**config.mk**
```make
export PLATFORM = sky130hd
export DESIGN_NAME = integer_to_ascii_digits
export DESIGN_NICKNAME = d
export VERILOG_FILES = /design/src/design/i2a_pkg.sv /design/src/design/integer_to_ascii_digits.sv
export SDC_FILE = /design/constraint.sdc
export NUM_CORES = 1
export LEC_CHECK = 0
export BUFFER_PORTS_ARGS = -buffer_cell sky130_fd_sc_hd__buf_2
export CORE_MARGIN = 3
export CORE_UTILIZATION = 48
export DETAILED_ROUTE_END_ITERATION = 8
export PLACE_DENSITY = 0.62
export SLEW_MARGIN = 20
export SYNTH_ARGS = -nofsm -noshare
export SYNTH_HDL_FRONTEND = slang
export SYNTH_SLANG_ARGS = --single-unit
export TNS_END_PERCENT = 1
```
**constraint.sdc**
```tcl
create_clock -name clk -period 8.6 [get_ports clk]
set_input_delay 0.43 -clock clk [delete_from_list [all_inputs] [get_ports clk]]
set_output_delay 0.43 -clock clk [all_outputs]
set_load 0.05 [all_outputs]
```
**src/design/i2a_pkg.sv**
```systemverilog
// ----------------------------------------------------------------------------
// i2a_pkg: shared constants and helpers for integer_to_ascii_digits
// Radix codes, digit buffer sizes, the double-dabble step and the digit to
// ASCII mapping.
// ----------------------------------------------------------------------------
package i2a_pkg;

  // input value width and default number of bits actually converted
  localparam int VALUE_W        = 32;
  localparam int VALUE_BITS_DEF = 32;

  // radix select codes
  localparam logic OP_DEC = 1'b0;
  localparam logic OP_HEX = 1'b1;

  // digit buffer: ten decimal digits cover a 32-bit value, hex uses eight
  localparam int DIGIT_NUM = 10;
  localparam int DIGIT_W   = 4;
  localparam int BCD_W     = DIGIT_NUM * DIGIT_W;
  localparam int IDX_W     = 4;

  // output character
  localparam int              CHAR_W     = 7;
  localparam logic [CHAR_W-1:0] ASCII_ZERO = 7'h30;
  localparam logic [CHAR_W-1:0] ASCII_A    = 7'h41;
  localparam logic [CHAR_W-1:0] ASCII_F    = 7'h46;
  localparam logic [CHAR_W-1:0] ASCII_NINE = 7'h39;

  // digit buffer type, least significant digit at index 0
  typedef logic [DIGIT_NUM-1:0][DIGIT_W-1:0] digits_t;

  // one double-dabble step: add 3 to digits of 5 or more, then shift in a bit
  function automatic logic [BCD_W-1:0] dabble_step(input logic [BCD_W-1:0] bcd,
                                                   input logic bit_in);
    logic [BCD_W-1:0] adj;
    adj = bcd;
    for (int i = 0; i < DIGIT_NUM; i++) begin
      if (adj[i*DIGIT_W +: DIGIT_W] >= 4'd5) begin
        adj[i*DIGIT_W +: DIGIT_W] = adj[i*DIGIT_W +: DIGIT_W] + 4'd3;
      end
    end
    return {adj[BCD_W-2:0], bit_in};
  endfunction

  // digit 0..15 to '0'..'9' or 'A'..'F'
  function automatic logic [CHAR_W-1:0] to_ascii(input logic [DIGIT_W-1:0] d);
    logic [CHAR_W-1:0] dx;
    dx = {{(CHAR_W-DIGIT_W){1'b0}}, d};
    if (d <= 4'd9) begin
      return ASCII_ZERO + dx;
    end
    return ASCII_A + (dx - 7'd10);
  endfunction

endpackage

```
**src/design/integer_to_ascii_digits.sv**
```systemverilog
// ----------------------------------------------------------------------------
// integer_to_ascii_digits: unsigned binary to ASCII decimal or hex digits
// Pipelined double-dabble (decimal) or nibble split (hex), then a character
// serializer that sends the digits most significant first, leading zeros suppressed.
// ----------------------------------------------------------------------------
//
//  channel   | handshake          | payload
//  ----------+--------------------+-------------------------
//  input     | start / busy       | value[31:0], opcode
//  result    | strobe (no stall)  | digit_char[6:0], last
//
// An item converts in ceil(VALUE_BITS/4) pipeline stages of four dabble steps
// each, plus an input register and a digit count stage; its first character
// reaches the ports from the serializer register, which the count stage loads.
// The serializer sends one character per cycle, so an item occupies it until
// the last of its digits, one to ten of them, is out; that sets the sustained rate.
// busy rises when every stage holds an item and the serializer is not on its
// last character. Synchronous reset clears only the valid bits.
//
module integer_to_ascii_digits #(
  parameter int VALUE_BITS = i2a_pkg::VALUE_BITS_DEF
) (
  input  logic                         clk,
  input  logic                         rst,
  input  logic                         start,
  output logic                         busy,
  input  logic [i2a_pkg::VALUE_W-1:0]  value,
  input  logic                         opcode,
  output logic                         strobe,
  output logic [i2a_pkg::CHAR_W-1:0]   digit_char,
  output logic                         last
);
  import i2a_pkg::*;

  localparam int StageBits = 4;
  localparam int NumStages = (VALUE_BITS + StageBits - 1) / StageBits;
  localparam int PadBits   = NumStages * StageBits;

  // conversion pipeline, stage 0 is the input register
  logic [NumStages:0] pv;
  logic [NumStages:0] pop;
  logic [NumStages:0] prdy;
  logic [PadBits-1:0] pval [0:NumStages];
  logic [BCD_W-1:0]   pbcd [0:NumStages];
  logic [BCD_W-1:0]   bcd_next [1:NumStages];

  // digit count stage
  logic               cv;
  logic               crdy;
  digits_t            cdig;
  logic [IDX_W-1:0]   cmsd;
  digits_t            cdig_next;
  logic [IDX_W-1:0]   cmsd_next;

  // character serializer
  logic               sv;
  logic               ser_free;
  digits_t            sdig;
  logic [IDX_W-1:0]   sidx;

  // ready chain, back from the serializer
  always_comb begin
    ser_free = !sv || (sidx == '0);
    crdy     = !cv || ser_free;
    prdy[NumStages] = !pv[NumStages] || crdy;
    for (int k = NumStages - 1; k >= 0; k--) begin
      prdy[k] = !pv[k] || prdy[k+1];
    end
  end

  assign busy = !prdy[0];

  // four dabble steps per stage, on the next nibble of the value
  always_comb begin
    for (int k = 1; k <= NumStages; k++) begin
      logic [BCD_W-1:0] b;
      b = pbcd[k-1];
      for (int j = 0; j < StageBits; j++) begin
        b = dabble_step(b, pval[k-1][PadBits-1-StageBits*(k-1)-j]);
      end
      bcd_next[k] = b;
    end
  end

  // input register and conversion stages
  always_ff @(posedge clk) begin
    if (prdy[0]) begin
      pval[0] <= PadBits'(value[VALUE_BITS-1:0]);
      pop[0]  <= opcode;
      pbcd[0] <= '0;
    end
    for (int k = 1; k <= NumStages; k++) begin
      if (prdy[k]) begin
        pval[k] <= pval[k-1];
        pop[k]  <= pop[k-1];
        pbcd[k] <= bcd_next[k];
      end
    end
    if (rst) begin
      pv <= '0;
    end else begin
      if (prdy[0]) begin
        pv[0] <= start;
      end
      for (int k = 1; k <= NumStages; k++) begin
        if (prdy[k]) begin
          pv[k] <= pv[k-1];
        end
      end
    end
  end

  // pick the digit set and find the most significant nonzero digit
  always_comb begin
    if (pop[NumStages] == OP_HEX) begin
      cdig_next = digits_t'(BCD_W'(pval[NumStages]));
    end else begin
      cdig_next = digits_t'(pbcd[NumStages]);
    end
    cmsd_next = '0;
    for (int i = 1; i < DIGIT_NUM; i++) begin
      if (cdig_next[i] != '0) begin
        cmsd_next = IDX_W'(i);
      end
    end
  end

  // count stage register
  always_ff @(posedge clk) begin
    if (crdy) begin
      cdig <= cdig_next;
      cmsd <= cmsd_next;
    end
    if (rst) begin
      cv <= 1'b0;
    end else if (crdy) begin
      cv <= pv[NumStages];
    end
  end

  // serializer, counts the digit index down to zero
  always_ff @(posedge clk) begin
    if (ser_free) begin
      sdig <= cdig;
      sidx <= cmsd;
    end else begin
      sidx <= sidx - 1'b1;
    end
    if (rst) begin
      sv <= 1'b0;
    end else if (ser_free) begin
      sv <= cv;
    end
  end

  // result ports
  assign strobe     = sv;
  assign digit_char = to_ascii(sdig[sidx]);
  assign last       = sv && (sidx == '0);

  // a run never breaks before its last character
  assert property (@(posedge clk) disable iff (rst) (strobe && !last) |=> strobe)
    else $error("character run broken before last");

  // an accepted item lands in the input register
  assert property (@(posedge clk) disable iff (rst) (start && !busy) |=> pv[0])
    else $error("accepted item lost at input register");

  // back-pressure only comes from an occupied serializer
  assert property (@(posedge clk) disable iff (rst) busy |-> (sv && cv))
    else $error("busy without a full pipeline");

  // every character sent is a valid digit
  assert property (@(posedge clk) disable iff (rst)
    strobe |-> ((digit_char >= ASCII_ZERO && digit_char <= ASCII_NINE) ||
                (digit_char >= ASCII_A && digit_char <= ASCII_F)))
    else $error("character out of digit range");

endmodule

```
==> metrics.sh <==
SYNTH.TOP_CELLS.BY_AREA='edfxtp_1 (47%), ha_1 (5.1%), a21oi_1 (4.0%)'
SYNTH.YOSYS.WARNINGS=0
DRT_PRE_ANTENNA_ITERS=6
IO_BUFFERS=45
STARTING_UTILIZATION_OF_THE_CORE_AREA=0.486
GR-MAX-USAGE-LAYER='met2'
DRT_ITER0_DRC=2056
COREAREA_MM2=0.0731
WORST_SETUP_PATH_START_KIND='flop'
CLOCK_LATENCY_NS=0.65
TOTALNEGATIVESETUPSLACK_NS=0
CTSRESIZECOUNT=0
MAPPEDNETLISTAREA_MM2=0.0355
GLOBAL_ROUTE.USAGE.MET2=0.311
GRT_PASS1_VIAS=24500
CRIT_FANOUT=35
CPMAXSTAGEDELAYCELL='dfxtp_1'
TIMING.RR.END='pbcd[0][288]'
DIE_AREA_MM2=0.0773
YOSYS.CELL_TYPES.COUNT=105
CLOCK_SINKS=573
FINCLKSKEW_NS=0.0300
ENDPOINT_KIND='primary output'
FINAL-MAX-SLEW-VIOLATION-COUNT=0
ROUTABILITYCONGESTION=0.867
CRITPATHARRIVALTIME_NS=4.56
VIAS=26100
FINAL-HOLD-VIOLATION-COUNT=0
SETUP_VIOLATORS_FINAL=0
IOS=46
TIMING.REG2REG.SETUP_SLACK_NS=3.97
WL_PER_CELL_UM=15.3
GR-USAGE-ALL-LAYERS=0.172
CRIT_STARTPOINT='sidx[0]'
NETLIST.TOP_CELL.BY_AREA='edfxtp_1'
ROUTED_VIA_DENSITY=5.82
NFILLCELLS=6152
CLOCKROOTBUFFER='clkbuf_16'
RELSLEWSLACK=0.318
CHIPWIDTH_UM=278
YOSYS-TOP-CELLS-COUNT='edfxtp_1 (558), a21oi_1 (287), o21ai_0 (266), nor2_1 (264), nand2_1 (225)'
UNREPAIRED_SETUP_ENDPOINTS_AFTER_GLOBAL_ROUTING='false'
MIN-DELAY-START='start'
YS.FLOP_TYPE='edfxtp_1'
PLACEMENT_ROWS=99
DPL_WORST_SLACK_NS=3.83
MAX_SLEW.WORST_PIN.SLEW_NS=1.02
PATH_CLK_SLEW_NS=0.06
GROUTE.LAYER.MET1.USAGE=0.219
CRITPATHREQUIREDTIME_NS=8.17
HALF_PERIMETER_WIRE_LENGTH_AFTER_DETAILED_PLACEMENT_UM=49000
TRITONCTS.NUM_BUFFERS=60
PATH_CLASS='reg -> out'
SYNTH-SEQ-AREA-SHARE=0.480
SYNTHARSTFLOPSHARE=0
POST-ROUTE-WORST-SETUP-SLACK_NS=3.61
MET3_USAGE=0.0236
SYNTH_TOP_CELL_AREA_SHARE=0.472
HOLD_PATH.CLASS='in -> reg'
WORST_CASE_CLOCK_BUFFER_DEPTH=3
PATH_CELLS='inv_1, ha_1, a21oi_1, nand3_4, nor2_1, and2_1, inv_2, nor2_1, nand4_1, buf_4, inv_1, buf_2'
ANTENNA_VIOLATIONS_BEFORE_REPAIR=0
AREA_GROWTH_PCT=10.6
DIODES=0
FINAL_NETS=3661
POST-ROUTE-DRC-COUNT=0
TIMING.CRITICAL_PATH.SLOWEST_CELL_DELAY_NS=0.86
PERIOD_SHARE=0.580
CLOCK_TREE_FROM_TRITONCTS='yes'
SYNTH.FF_LATCH_COUNT=573
SYNTH_NETS=3604
GRT_FIRST_PASS_WIRELENGTH_UM=115000
OUTCOME='complete, no violations'
DRTANTENNAVIOLNETS=0
POST-SYNTH-TOP-COUNT-CELL='edfxtp_1'
TIMING.HOLD.WORST_PATH_DEPTH=3
MAXIMUM_NUMBER_OF_PINS_ON_ONE_NET_BEFORE_GLOBAL_ROUTE_REPAIR=74
SYNTH_EDF_COUNT=558
SHARE_OF_FINAL_LAYOUT_STANDARD_CELLS_STRONGER_THAN_DRIVE_STRENGTH_1=0.112
WHS_ENDPOINT='pv[0]'
WL_UM=68800
POSTSYNTHCELLCOUNT=3423
MAXCAPVIOLATIONS=0
MAX_FREQ_MHz=201
NUMBER_OF_H_TREE_LEVELS=2
MULTIINPUTGATEAREA_MM2=0.0174
R2R-START='pbcd[0][240]'
CHIPHEIGHT_UM=278
FINALCRITICALPERIOD_NS=4.99
SYNTH.AVG_CELL_AREA_UM2=10.4
REGISTER_AREA_MM2=0.0171
REG2REGPATHDEPTH=14
GRT_OVERFLOW=0
## critical path, delay by kind of cell, from the launching register on
| family | cells | cell delay (ns) |
|---|---|---|
| AO/OA/AOI/OAI | 1 | 0.59 |
| flip-flops | 1 | 0.86 |
| AND/OR/NAND/NOR | 5 | 1.36 |
| adder cells (fa/ha/maj) | 1 | 0.27 |
| buffers and inverters | 5 | 0.83 |
## metrics by stage
stage	util	cell area (um2)	hold WS, ns	std cells
detailed placement	0.502	36700	0.405	4344
global route	0.538	39300	0.0284	4491
finish	0.538	39300	0.0448	4491
global placement	0.502	36700	0.401	4344
floorplan	-	35500	0.400	3423
CTS	0.537	39300	0.00957	4491
## what timing repair did
item	in CTS	in global routing
hold endpoints to repair	33	0
setup buffers	0	0
hold buffers	33	0
## routing by layer
| layer | part of all wire | vias up |
|---|---|---|
| met4 | 0.018 | 0 |
| met2 | 0.50 | 546 |
| met5 | 0 | - |
| met1 | 0.44 | 12300 |
| met3 | 0.041 | 97 |
| li1 | - | 13200 |
## kinds of logic (layout without fill, tap and decap cells)
| family | after synthesis | count (layout) | synth area share |
|---|---|---|---|
| xor+xnor | 152 | 152 | 0.0398 |
| fa+ha+maj | 151 | 151 | 0.0528 |
| buf+inv | 292 | 401 | 0.0318 |
| compound gates | 1156 | 1156 | 0.212 |
| simple gates | 903 | 903 | 0.123 |
| mux | 196 | 196 | 0.0613 |
| flops | 573 | 573 | 0.480 |
## flip-flops by register name (all words and copies together), names as in the netlist
register  cells
cdig         40
cmsd          4
cv            1
pbcd        180
pop           9
pv            9
pval        285
sdig         40
sidx          4
strobe        1
## layout make-up
cell class                      instances  share of cell area
Clock buffer                           70              0.0397
Clock inverter                         44              0.0173
Inverter                              196              0.0187
Multi-Input combinational cell       2558               0.443
Sequential cell                       573               0.434
Tap cell                              959              0.0305
Timing Repair Buffer                   91              0.0166
## placed cells by master (no fill, tap or decap), types with 39 or more instances in the layout
master	synthesis	final
a21oi_1	287	287
a31oi_1	72	72
buf_2	13	45
clkbuf_16	0	60
edfxtp_1	558	558
ha_1	145	145
inv_1	184	181
mux2_2	87	87
mux2i_1	98	95
nand2_1	225	223
nand2b_1	64	64
nand3_1	63	60
nor2_1	264	264
nor3_1	89	88
nor3b_1	39	39
o21ai_0	266	266
xnor2_1	117	115
## how the worst max path moves through the flow
stage               cells after the start  slack, ns      endpoint
detailed placement                     14       3.83  pbcd[0][288]
global placement                       14       3.98  pbcd[0][286]
floorplan                              12       0.80          busy
finish                                 12       3.61          busy
global route                           12       3.13          busy
CTS                                    12       3.52          busy
Power is left out: the tool's default activity adds up to more than one toggle a clock period on the data nets, which glitch-free logic cannot reach.
